## src/directional_nearest_select_core_assert.svh

```systemverilog
// Assertion shorthands for the directional nearest select core.
// The including module supplies clk and arst_n.
`ifndef DIRECTIONAL_NEAREST_SELECT_CORE_ASSERT_SVH
`define DIRECTIONAL_NEAREST_SELECT_CORE_ASSERT_SVH

// Same-cycle implication.
`define DNS_ASSERT_NOW(label, ante, cons) \
	label: assert property (@(posedge clk) disable iff (!arst_n) (ante) |-> (cons)) \
		else $error("directional_nearest_select_core: check failed");

// Next-cycle implication.
`define DNS_ASSERT_NEXT(label, ante, cons) \
	label: assert property (@(posedge clk) disable iff (!arst_n) (ante) |=> (cons)) \
		else $error("directional_nearest_select_core: check failed");

`endif

```

## src/dns_pkg.sv

```systemverilog
`timescale 1ns / 1ps

package dns_pkg;

	localparam int MaxElements = 256;

	localparam int CoordW = 16;
	localparam int IdxW   = 8;
	localparam int Cen2W  = CoordW + 2;
	localparam int DiffW  = Cen2W + 1;
	localparam int OffW   = 18;
	localparam int SqW    = 2 * OffW;
	localparam int DistW  = 38;

	// result queue; depth must stay a power of two so the pointers wrap
	localparam int FifoDepth = 4;
	localparam int FifoAw    = $clog2(FifoDepth);
	localparam int FifoCntW  = $clog2(FifoDepth + 1);

	typedef enum logic [1:0] {
		DIR_LEFT  = 2'd0,
		DIR_RIGHT = 2'd1,
		DIR_UP    = 2'd2,
		DIR_DOWN  = 2'd3
	} dir_t;

	typedef enum logic [1:0] {
		ST_FOUND     = 2'd0,
		ST_NO_ORIGIN = 2'd1,
		ST_NONE      = 2'd2
	} status_t;

	// candidate after geometry, before the squares are summed
	typedef struct packed {
		logic            start;
		logic            last;
		logic            ok;
		logic            qual;
		logic            outside;
		logic [OffW-1:0] cross_off;
		logic [OffW-1:0] fwd;
		logic [IdxW-1:0] idx;
	} cand_t;

	typedef struct packed {
		status_t         status;
		logic [IdxW-1:0] index;
	} result_t;

endpackage

```

## src/dns_front.sv

```systemverilog
`timescale 1ns / 1ps

module dns_front import dns_pkg::*; (
	input  logic                     clk,
	input  logic                     arst_n,
	input  logic                     accept,
	input  logic                     action,
	input  logic [1:0]               direction,
	input  logic signed [CoordW-1:0] rect_x,
	input  logic signed [CoordW-1:0] rect_y,
	input  logic [CoordW-1:0]        rect_w,
	input  logic [CoordW-1:0]        rect_h,
	input  logic [IdxW-1:0]          element_index,
	input  logic                     eligible,
	input  logic                     last,
	output logic                     last_busy_s1,
	output logic                     last_busy_s2,
	output logic                     valid_s2,
	output cand_t                    cand_s2,
	output logic [SqW-1:0]           fwd_sq_s2,
	output logic [SqW-1:0]           cross_sq_s2
);

	logic                     valid_s1;
	logic                     action_s1;
	logic [1:0]               dir_s1;
	logic signed [CoordW-1:0] x_s1;
	logic signed [CoordW-1:0] y_s1;
	logic [CoordW-1:0]        w_s1;
	logic [CoordW-1:0]        h_s1;
	logic [IdxW-1:0]          idx_s1;
	logic                     elig_s1;
	logic                     last_s1;

	logic signed [Cen2W-1:0] ocx2_q;
	logic signed [Cen2W-1:0] ocy2_q;
	logic                    origin_ok_q;
	dir_t                    nav_dir_q;

	logic signed [Cen2W-1:0] cx2;
	logic signed [Cen2W-1:0] cy2;
	logic signed [DiffW-1:0] dx;
	logic signed [DiffW-1:0] dy;
	logic signed [DiffW-1:0] fwd_s;
	logic signed [DiffW-1:0] cross_s;
	logic signed [DiffW-1:0] cross_abs;
	logic                    ahead;
	logic                    in_range;
	cand_t                   cand;

	// input register
	always_ff @(posedge clk or negedge arst_n) begin
		if (!arst_n) begin
			valid_s1 <= 1'b0;
		end else begin
			valid_s1 <= accept;
		end
	end

	always_ff @(posedge clk) begin
		if (accept) begin
			action_s1 <= action;
			dir_s1    <= direction;
			x_s1      <= rect_x;
			y_s1      <= rect_y;
			w_s1      <= rect_w;
			h_s1      <= rect_h;
			idx_s1    <= element_index;
			elig_s1   <= eligible;
			last_s1   <= last;
		end
	end

	// doubled centers
	always_comb begin
		cx2 = $signed({x_s1[CoordW-1], x_s1, 1'b0}) + $signed({2'b00, w_s1});
		cy2 = $signed({y_s1[CoordW-1], y_s1, 1'b0}) + $signed({2'b00, h_s1});
		dx  = $signed({cx2[Cen2W-1], cx2}) - $signed({ocx2_q[Cen2W-1], ocx2_q});
		dy  = $signed({cy2[Cen2W-1], cy2}) - $signed({ocy2_q[Cen2W-1], ocy2_q});
	end

	// project onto the navigation axis
	always_comb begin
		case (nav_dir_q)
			DIR_LEFT: begin
				fwd_s   = -dx;
				cross_s = dy;
			end
			DIR_RIGHT: begin
				fwd_s   = dx;
				cross_s = dy;
			end
			DIR_UP: begin
				fwd_s   = -dy;
				cross_s = dx;
			end
			default: begin
				fwd_s   = dy;
				cross_s = dx;
			end
		endcase
	end

	always_comb begin
		cross_abs      = cross_s[DiffW-1] ? -cross_s : cross_s;
		ahead          = !fwd_s[DiffW-1] && (fwd_s != '0);
		in_range       = 32'(idx_s1) < MaxElements;
		cand.start     = !action_s1;
		cand.last      = last_s1;
		cand.ok        = action_s1 ? origin_ok_q : elig_s1;
		cand.qual      = action_s1 && origin_ok_q && elig_s1 && in_range && ahead;
		cand.fwd       = fwd_s[OffW-1:0];
		cand.cross_off = cross_abs[OffW-1:0];
		cand.outside   = cand.cross_off > cand.fwd;
		cand.idx       = idx_s1;
	end

	// origin load on a start request, drop it once the request ends
	always_ff @(posedge clk or negedge arst_n) begin
		if (!arst_n) begin
			ocx2_q      <= '0;
			ocy2_q      <= '0;
			origin_ok_q <= 1'b0;
			nav_dir_q   <= DIR_LEFT;
		end else if (valid_s1) begin
			if (!action_s1) begin
				ocx2_q      <= cx2;
				ocy2_q      <= cy2;
				origin_ok_q <= elig_s1;
				nav_dir_q   <= dir_t'(dir_s1);
			end
			if (last_s1) begin
				origin_ok_q <= 1'b0;
			end
		end
	end

	// squares
	always_ff @(posedge clk or negedge arst_n) begin
		if (!arst_n) begin
			valid_s2 <= 1'b0;
		end else begin
			valid_s2 <= valid_s1;
		end
	end

	always_ff @(posedge clk) begin
		if (valid_s1) begin
			cand_s2     <= cand;
			fwd_sq_s2   <= SqW'(cand.fwd) * SqW'(cand.fwd);
			cross_sq_s2 <= SqW'(cand.cross_off) * SqW'(cand.cross_off);
		end
	end

	assign last_busy_s1 = valid_s1 && last_s1;
	assign last_busy_s2 = valid_s2 && cand_s2.last;

endmodule

```

## src/dns_rank.sv

```systemverilog
`timescale 1ns / 1ps

module dns_rank import dns_pkg::*; (
	input  logic           clk,
	input  logic           arst_n,
	input  logic           valid_s2,
	input  cand_t          cand_s2,
	input  logic [SqW-1:0] fwd_sq_s2,
	input  logic [SqW-1:0] cross_sq_s2,
	output logic           last_busy_s3,
	output logic           push,
	output result_t        result
);

	localparam int KeyW = 1 + DistW + 2 * OffW + IdxW;

	logic             valid_s3;
	cand_t            cand_s3;
	logic [DistW-1:0] dist_s3;

	logic             have_best_q;
	logic             best_outside_q;
	logic [DistW-1:0] best_dist_q;
	logic [OffW-1:0]  best_cross_q;
	logic [OffW-1:0]  best_fwd_q;
	logic [IdxW-1:0]  best_idx_q;

	logic [KeyW-1:0]  cand_key;
	logic [KeyW-1:0]  best_key;
	logic             take;
	logic             res_have;

	always_ff @(posedge clk or negedge arst_n) begin
		if (!arst_n) begin
			valid_s3 <= 1'b0;
		end else begin
			valid_s3 <= valid_s2;
		end
	end

	always_ff @(posedge clk) begin
		if (valid_s2) begin
			cand_s3 <= cand_s2;
			dist_s3 <= DistW'(fwd_sq_s2) + DistW'(cross_sq_s2);
		end
	end

	// lexicographic rank: cone, distance, cross, forward, index
	always_comb begin
		cand_key = {cand_s3.outside, dist_s3, cand_s3.cross_off, cand_s3.fwd, cand_s3.idx};
		best_key = {best_outside_q, best_dist_q, best_cross_q, best_fwd_q, best_idx_q};
		take     = valid_s3 && cand_s3.qual && (!have_best_q || (cand_key < best_key));
		res_have = take || (have_best_q && !cand_s3.start);
	end

	always_ff @(posedge clk or negedge arst_n) begin
		if (!arst_n) begin
			have_best_q <= 1'b0;
		end else if (valid_s3) begin
			if (cand_s3.start || cand_s3.last) begin
				have_best_q <= 1'b0;
			end else if (take) begin
				have_best_q <= 1'b1;
			end
		end
	end

	always_ff @(posedge clk) begin
		if (take) begin
			best_outside_q <= cand_s3.outside;
			best_dist_q    <= dist_s3;
			best_cross_q   <= cand_s3.cross_off;
			best_fwd_q     <= cand_s3.fwd;
			best_idx_q     <= cand_s3.idx;
		end
	end

	always_comb begin
		push         = valid_s3 && cand_s3.last;
		last_busy_s3 = push;
		result.index = '0;
		if (!cand_s3.ok) begin
			result.status = ST_NO_ORIGIN;
		end else if (!res_have) begin
			result.status = ST_NONE;
		end else begin
			result.status = ST_FOUND;
			result.index  = take ? cand_s3.idx : best_idx_q;
		end
	end

endmodule

```

## src/dns_fifo.sv

```systemverilog
`timescale 1ns / 1ps

module dns_fifo import dns_pkg::*; (
	input  logic                clk,
	input  logic                arst_n,
	input  logic                push,
	input  result_t             push_data,
	input  logic                pop,
	output logic                not_empty,
	output result_t             head,
	output logic [FifoCntW-1:0] count
);

	result_t               fifo_q [FifoDepth];
	logic [FifoAw-1:0]     wr_q;
	logic [FifoAw-1:0]     rd_q;
	logic [FifoCntW-1:0]   cnt_q;

	always_ff @(posedge clk or negedge arst_n) begin
		if (!arst_n) begin
			wr_q  <= '0;
			rd_q  <= '0;
			cnt_q <= '0;
		end else begin
			if (push) begin
				wr_q <= wr_q + 1'b1;
			end
			if (pop) begin
				rd_q <= rd_q + 1'b1;
			end
			cnt_q <= cnt_q + FifoCntW'(push) - FifoCntW'(pop);
		end
	end

	always_ff @(posedge clk) begin
		if (push) begin
			fifo_q[wr_q] <= push_data;
		end
	end

	assign not_empty = cnt_q != '0;
	assign head      = fifo_q[rd_q];
	assign count     = cnt_q;

endmodule

```

## src/directional_nearest_select_core.sv

```systemverilog
`timescale 1ns / 1ps
// Directional nearest select core.
// Input channel (in_valid / in_stall) takes one rectangle request per cycle: an origin
// request (action 0) opens a navigation request and carries the direction, then candidate
// requests (action 1) follow; the request with last set closes it and yields one result.
// Output channel (out_valid / out_stall) carries status and chosen_index for each
// closed navigation request, in order.
// Throughput: one request per cycle while in_stall is low, through the three-stage
// pipeline (input register, squaring multipliers, distance sum with running-best compare).
// The pipeline never stops. Results land in a four-entry queue; in_stall rises only
// when results already queued plus closing requests still in the pipe fill that queue,
// so a stalled receiver holds its result steady while candidates keep flowing.
// Reset clears the pipeline, the origin, the running best and the queue; the first
// request after reset should be an origin, otherwise the close answers status 1.
`include "directional_nearest_select_core_assert.svh"

module directional_nearest_select_core import dns_pkg::*; (
	input  logic                     clk,
	input  logic                     arst_n,
	input  logic                     in_valid,
	output logic                     in_stall,
	input  logic                     action,
	input  logic [1:0]               direction,
	input  logic signed [CoordW-1:0] rect_x,
	input  logic signed [CoordW-1:0] rect_y,
	input  logic [CoordW-1:0]        rect_w,
	input  logic [CoordW-1:0]        rect_h,
	input  logic [IdxW-1:0]          element_index,
	input  logic                     eligible,
	input  logic                     last,
	output logic                     out_valid,
	input  logic                     out_stall,
	output logic [1:0]               status,
	output logic [IdxW-1:0]          chosen_index
);

	logic                accept;
	logic                last_busy_s1;
	logic                last_busy_s2;
	logic                last_busy_s3;
	logic                valid_s2;
	cand_t               cand_s2;
	logic [SqW-1:0]      fwd_sq_s2;
	logic [SqW-1:0]      cross_sq_s2;
	logic                push;
	result_t             result;
	logic                pop;
	result_t             head;
	logic [FifoCntW-1:0] count;
	logic [FifoCntW-1:0] pending;

	// every closing request in flight has a queue slot reserved for it
	assign pending = count + FifoCntW'(last_busy_s1) + FifoCntW'(last_busy_s2)
		+ FifoCntW'(last_busy_s3);
	assign in_stall = pending >= FifoCntW'(FifoDepth);
	assign accept   = in_valid && !in_stall;
	assign pop      = out_valid && !out_stall;

	dns_front u_front (
		.clk           (clk),
		.arst_n        (arst_n),
		.accept        (accept),
		.action        (action),
		.direction     (direction),
		.rect_x        (rect_x),
		.rect_y        (rect_y),
		.rect_w        (rect_w),
		.rect_h        (rect_h),
		.element_index (element_index),
		.eligible      (eligible),
		.last          (last),
		.last_busy_s1  (last_busy_s1),
		.last_busy_s2  (last_busy_s2),
		.valid_s2      (valid_s2),
		.cand_s2       (cand_s2),
		.fwd_sq_s2     (fwd_sq_s2),
		.cross_sq_s2   (cross_sq_s2)
	);

	dns_rank u_rank (
		.clk          (clk),
		.arst_n       (arst_n),
		.valid_s2     (valid_s2),
		.cand_s2      (cand_s2),
		.fwd_sq_s2    (fwd_sq_s2),
		.cross_sq_s2  (cross_sq_s2),
		.last_busy_s3 (last_busy_s3),
		.push         (push),
		.result       (result)
	);

	dns_fifo u_fifo (
		.clk       (clk),
		.arst_n    (arst_n),
		.push      (push),
		.push_data (result),
		.pop       (pop),
		.not_empty (out_valid),
		.head      (head),
		.count     (count)
	);

	assign status       = head.status;
	assign chosen_index = head.index;

	// a closing request reaches the queue once it has passed the s1, s2 and s3 registers
	`DNS_ASSERT_NOW(a_close_to_push, $past(arst_n, 1) && $past(arst_n, 2) && $past(arst_n, 3) && $past(accept && last, 3), push)
	// the queue never takes a result it has no room for
	`DNS_ASSERT_NOW(a_no_overflow, push, (count < FifoCntW'(FifoDepth)) || pop)
	// only a found result carries an index
	`DNS_ASSERT_NOW(a_index_zero, out_valid && (status != ST_FOUND), chosen_index == '0)
	// a taken result leaves the queue one entry shorter unless another lands
	`DNS_ASSERT_NEXT(a_pop_drains, pop && !push, count == ($past(count) - 1'b1))

endmodule
```

## config.mk

```make
export PLATFORM = sky130hd
export DESIGN_NAME = directional_nearest_select_core
export DESIGN_NICKNAME = d
export VERILOG_FILES = /design/src/dns_pkg.sv /design/src/dns_front.sv /design/src/dns_rank.sv /design/src/dns_fifo.sv /design/src/directional_nearest_select_core.sv
export VERILOG_INCLUDE_DIRS = /design/src /design/src/src
export SDC_FILE = /design/constraint.sdc
export NUM_CORES = 2
export LEC_CHECK = 0
export BUFFER_PORTS_ARGS = -buffer_cell sky130_fd_sc_hd__buf_2
export CORE_MARGIN = 5
export CORE_UTILIZATION = 50
export DETAILED_ROUTE_END_ITERATION = 8
export PLACE_DENSITY = 0.75
export SLEW_MARGIN = 20
export SYNTH_ARGS = -nofsm -noshare
export SYNTH_HDL_FRONTEND = slang
export SYNTH_SLANG_ARGS = --single-unit
```

## constraint.sdc

```tcl
create_clock -name clk -period 26.4 [get_ports clk]
set_input_delay 3.96 -clock clk [delete_from_list [all_inputs] [get_ports clk]]
set_output_delay 3.96 -clock clk [all_outputs]
set_load 0.1 [all_outputs]
```

=== Word-level counts from Yosys, hierarchy flattened ===
Memory sizes are Yosys's and may differ from the RTL's.
Cells that the tools add are included.
Widths: inputs -> output; s select.

* Register bits after elaboration: 418
* Memory bits (writable): 40
* Input bits: 81
* Output and inout bits: 12
* Word-level logic and storage cells: 110
* Memories kept: 1

* $add $sub $neg: 15
* Multipliers: 2
* Order comparisons: 3
* Eq/ne operators: 2
* Multiplexer cells: 14
* Bitwise logic cells: 1
* Reductions and logical operators: 28

{| class="wikitable"
|+ Memories
! name !! depth !! bits a word !! read ports !! clocked after Yosys merged registers in !! write ports !! line !! text
|-
| u_fifo.fifo_q || 4 || 10 || 1 || 0 || 1 || dns_fifo.sv:14 || <nowiki>result_t fifo_q [FifoDepth];</nowiki>
|}

{| class="wikitable"
|+ Operators with widths
! cell !! number
|-
| $lt 83x83->1 || 1
|-
| $mul 18x18->36 || 2
|-
| $pmux 19 s3 || 1
|-
| $neg 19->19 || 2
|-
| $sub 18x18->19 || 2
|-
| $add 36x36->37 || 1
|-
| $add 17x17->18 || 2
|-
| $mux 8 || 3
|-
| $mux 19 || 1
|-
| $reduce_bool 19->1 || 1
|-
| $gt 18x18->1 || 1
|-
| $mux 18 || 1
|-
| $neg 18->18 || 1
|-
| $add 3x1->3 || 4
|-
| $logic_and 1x1->1 || 12
|-
| $logic_not 1->1 || 6
|-
| $mux 1 || 6
|-
| $add 2x1->2 const B || 2
|-
| $mux 2 || 2
|-
| $reduce_and 2->1 || 2
|-
| $ge 3x3->1 const B || 1
|-
| $logic_or 1x1->1 || 3
|-
| $reduce_bool 3->1 || 1
|-
| $sub 3x1->3 || 1
|-
| 6 further kinds || 6
|}

=== Longest topological paths before layout ===
* Depth in word-level cells: 7
* Gate-level depth with buffers: 54
* Mapped depth without buffers: 51

=== Modules after synthesis ===
From an unflattened synthesis, not the netlist that was laid out.

* Cells, all modules: 3,990
* Area total of the unflattened synthesis: 41,614.9 sq um

{| class="wikitable"
|+ Modules (own cells, without submodules)
! module !! instances !! cells each !! area an instance (sq um) !! seq. area each (sq um)
|-
| dns_front || 1 || 3,139 || 30,410.4 || 6,851.6
|-
| dns_rank || 1 || 757 || 9,298.9 || 5,014.8
|-
| dns_fifo || 1 || 85 || 1,830.5 || 1,376.3
|-
| directional_nearest_select_core || 1 || 9 || 75.1 || 0.0
|}

=== Worst setup path after synthesis ===
OpenSTA, ideal clock, no wires.

* Path type: flip-flop to flip-flop
* Start point: register u_front.w_s1[1]
* End point: register u_front.fwd_sq_s2[35], data pin
* Setup time: 268 ps
* Arrival time: 10,928 ps
* Data required time: 26,132 ps
* Slack: 15,204 ps
* Cell stages (with the launch flop): 52
* Period minus slack after synthesis: 11,196 ps
* Cell sequence: edfxtp_1 > ha_1 > fa_1 > a21o_1 > a21oi_1 > o21bai_1 > a21oi_1 > o21bai_1 > a21oi_1 > nor2b_1 > o31a_1 > o21a_1 > nor2_1 > xnor2_1 > ha_1 > buf_2 > nand3_1 > nor2_1 > [... 16 more ...] > fa_1 > fa_1 > inv_1 > fa_1 > inv_1 > ha_1 > and2_1 > a311oi_1 > a21oi_1 > a41oi_1 > and4b_1 > nor2_1 > o21a_1 > o21ai_0 > nand2b_1 > a41oi_1 > a21oi_1 > xnor3_1

{| class="wikitable"
|+ RTL lines
! item !! line !! text
|-
| start: declaration || dns_front.sv:29 || <nowiki>logic [CoordW-1:0] w_s1;</nowiki>
|-
| start signal: assignment || dns_front.sv:66 || <nowiki>w_s1 <= rect_w;</nowiki>
|-
| end signal: assignment || dns_front.sv:150 || <nowiki>fwd_sq_s2 <= SqW'(cand.fwd) * SqW'(cand.fwd);</nowiki>
|-
| end: declaration || dns_front.sv:20 || <nowiki>output logic [SqW-1:0] fwd_sq_s2,</nowiki>
|}

==> impl_metrics.json <==
{
  "clk_pin_slew_ns": 0.06,
  "ys_ff_latch": 452,
  "slowest_delay_ns": 0.76,
  "nNetsFinal": 4849,
  "clock_skew_ns": 0.0448,
  "drt_iter0_markers": 2001,
  "synth.avg_cell_area_um2": 10.7,
  "core_um2": 80500,
  "fp.dieW_um": 295,
  "rsz0062_at_grt": "false",
  "hold_viol": 0,
  "portBuffers": 92,
  "fin_util_pct": 54.8,
  "drv_cap": 0,
  "die_y_um": 295,
  "cts_max_path_buffers": 3,
  "critical_path_required_ns": 26.70,
  "worstSetupPathType": "flop to flop",
  "routedWlPerCell_um": 17.9,
  "grt_max_degree": 79,
  "postRouteAntennaNets": 0,
  "drive_above_1_share_pct": 8.26,
  "yosysSeqAreaShare_pct": 32.6,
  "gr-usage-met2_pct": 36.0,
  "vias": 27400,
  "post_cts_buffers": 0,
  "end_kind": "flop",
  "setup_tns_ns": 0,
  "post-route-period-util_pct": 48.8,
  "areaGrowthSynthToFinish_pct": 8.74,
  "synth-edff-count": 394,
  "antenna_found_initial": 2,
  "fill_cells": 6702,
  "synthFlopType": "edfxtp_1",
  "routed_wl_um": 89600,
  "rrSetupSlack_ns": 13.52,
  "cts_tree": "built",
  "viasPerCell": 5.47,
  "async_reset_ff_share_pct": 11.1,
  "grt_pass1_wl_um": 147000,
  "pin_count": 93,
  "synthesis.nets": 4739,
  "overflow": 0,
  "worst_slew_pin_slew_ns": 1.04,
  "gr-max-usage-layer": "met2",
  "hold_buffers": 0,
  "die_area_um2": 87000,
  "grt_use_total_pct": 20.9,
  "run_status": "complete, no violations",
  "grt.met3_usage_pct": 3.41,
  "met1_usage_pct": 27.5,
  "numClockSinks": 452,
  "place_congestion": 0.918,
  "antenna_cells": 0,
  "cp-start-kind": "flop",
  "cts-root-buf": "clkbuf_16",
  "drc": 0,
  "finalSetupViolCount": 0,
  "crit_arrival_ns": 13.18,
  "crit_fanout": 12,
  "initial_core_util_pct": 50.4,
  "slew_headroom_pct": 30.4,
  "whs_ns": 0.387,
  "cts-resized-gates": 0,
  "grt_pass1_vias": 28500,
  "cts_buffers": 51,
  "synth.distinct_cells": 95,
  "fin_crit_ns": 12.88,
  "synthCells": 3793,
  "place_hpwl_um": 68600,
  "hold_class": "flop to flop",
  "htree_levels": 2,
  "finalMaxSlewViolations": 0,
  "fmax_ghz": 0.0777,
  "ys_warn_count": 0,
  "drt_pass1_iterations": 5,
  "clk-insertion-delay-late_ns": 0.62,
  "final_common_cell": "inv_1",
  "most-common-layout-cells": "725 x inv_1, 440 x fa_1, 425 x ha_1",
  "rows": 104,
  "netlist_area_um2": 40600,
  "crit_path_top_delay_cell": "mux2i_1"
}
worst max-delay path: cells and delay by family, from the launching register on:
kind	cells	cell delay, ns
AO/OA/AOI/OAI	21	5.86
XOR/XNOR	1	0.18
adder cells (fa/ha/maj)	9	3.55
buffers and inverters	4	0.95
flip-flops	1	0.43
multiplexers	1	0.76
AND/OR/NAND/NOR	4	0.82
per-layer routing:
metal  vias to the layer above  share of wire, %
met5                         -             0.038
met4                         4               3.5
met3                       208               6.7
met2                       830                49
met1                     13500                41
li1                      12900                 -
metrics by stage:
stage,instance area [um^2],setup slack (ns),instances
finish,44200,13.52,5006
global route,44200,12.77,5006
CTS,44200,13.48,5006
detailed placement,42500,13.53,4910
global placement,42500,13.71,4910
floorplan,40600,15.20,3793
layout make-up:
cell class | count | area, um^2 | area share, %
well taps | 1060 | 1330 | 3.00
clock inverters | 32 | 350 | 0.793
multi-input cells | 2514 | 24300 | 55.0
clock buffers | 64 | 1370 | 3.09
flip-flops and latches | 452 | 13300 | 30.0
repair buffers | 131 | 753 | 1.71
inverters | 753 | 2830 | 6.40
Yosys cell counts, drive strengths merged (8+ instances only):
| library cell | n | area share [%] |
|---|---|---|
| inv | 736 | 6.8 |
| fa | 440 | 22 |
| ha | 425 | 13 |
| edfxtp | 394 | 29 |
| nor2 | 324 | 3.0 |
| nand2 | 259 | 2.4 |
| a21oi | 142 | 1.7 |
| xnor2 | 118 | 2.6 |
| o21ai | 89 | 1.1 |
| a21o | 85 | 1.6 |
| clkbuf | 56 | 0.52 |
| dfrtp | 50 | 3.1 |
| nand3 | 48 | 0.59 |
| xor2 | 48 | 1.1 |
| mux2 | 46 | 1.3 |
| nor3 | 46 | 0.59 |
| nor2b | 44 | 0.68 |
| o21a | 36 | 0.67 |
| nand2b | 34 | 0.54 |
| nand4 | 25 | 0.39 |
| mux2i | 22 | 0.54 |
| a211oi | 19 | 0.38 |
| buf | 18 | 0.22 |
| clkinv | 17 | 0.16 |
| o21bai | 17 | 0.31 |
| and3 | 16 | 0.25 |
| o211ai | 16 | 0.33 |
| and2 | 15 | 0.23 |
| or3 | 14 | 0.22 |
| o31ai | 13 | 0.27 |
| a31oi | 11 | 0.17 |
| mux4 | 10 | 0.55 |
| nor4 | 10 | 0.19 |
| a221oi | 8 | 0.17 |
| dfxtp | 8 | 0.39 |
| o221ai | 8 | 0.19 |
| o31a | 8 | 0.17 |
state kept, by name, summed over array words and instances, names as in the netlist, 2 cells and up:
name                 count
u_fifo.count             3
u_fifo.fifo_q           40
u_fifo.rd_q              2
u_fifo.wr_q              2
u_front.cand_s2         47
u_front.cross_sq_s2     35
u_front.dir_s1           2
u_front.fwd_sq_s2       35
u_front.h_s1            16
u_front.idx_s1           8
u_front.nav_dir_q        2
u_front.ocx2_q          18
u_front.ocy2_q          18
u_front.w_s1            16
u_front.x_s1            16
u_front.y_s1            16
u_rank.best_cross_q     18
u_rank.best_dist_q      37
u_rank.best_fwd_q       18
u_rank.best_idx_q        8
u_rank.cand_key         45
u_rank.cand_s3           4
u_rank.dist_s3          37
path summary, 6_finish.rpt:
check / cells past startpoint / from / end
setup / recovery: 40 / u_front.h_s1[2]$_DFFE_PP_ / u_front.cross_sq_s2[34]$_DFFE_PP_
hold / removal: 0 / u_front.cand_s2[37]$_DFFE_PP_ / u_rank.cand_key[37]$_DFFE_PP_
setup reg to reg: 40 / u_front.h_s1[2]$_DFFE_PP_ / u_front.cross_sq_s2[34]$_DFFE_PP_
hold reg to reg: 0 / u_front.cand_s2[37]$_DFFE_PP_ / u_rank.cand_key[37]$_DFFE_PP_
max in group asynchronous: 2 / arst_n / u_front.valid_s2$_DFF_PN0_
min in group asynchronous: 2 / arst_n / u_front.ocy2_q[7]$_DFFE_PN0P_
kinds of logic after synthesis:
kind of cell,synth area share [%]
AO/OA/AOI/OAI,8.97
XOR/XNOR,3.75
adder cells (fa/ha/maj),34.8
buffers and inverters,7.70
flip-flops,32.6
multiplexers,2.37
AND/OR/NAND/NOR,9.82
Power is left out: the tool's default activity adds up to more than one toggle a clock period on the data nets, which glitch-free logic cannot reach.
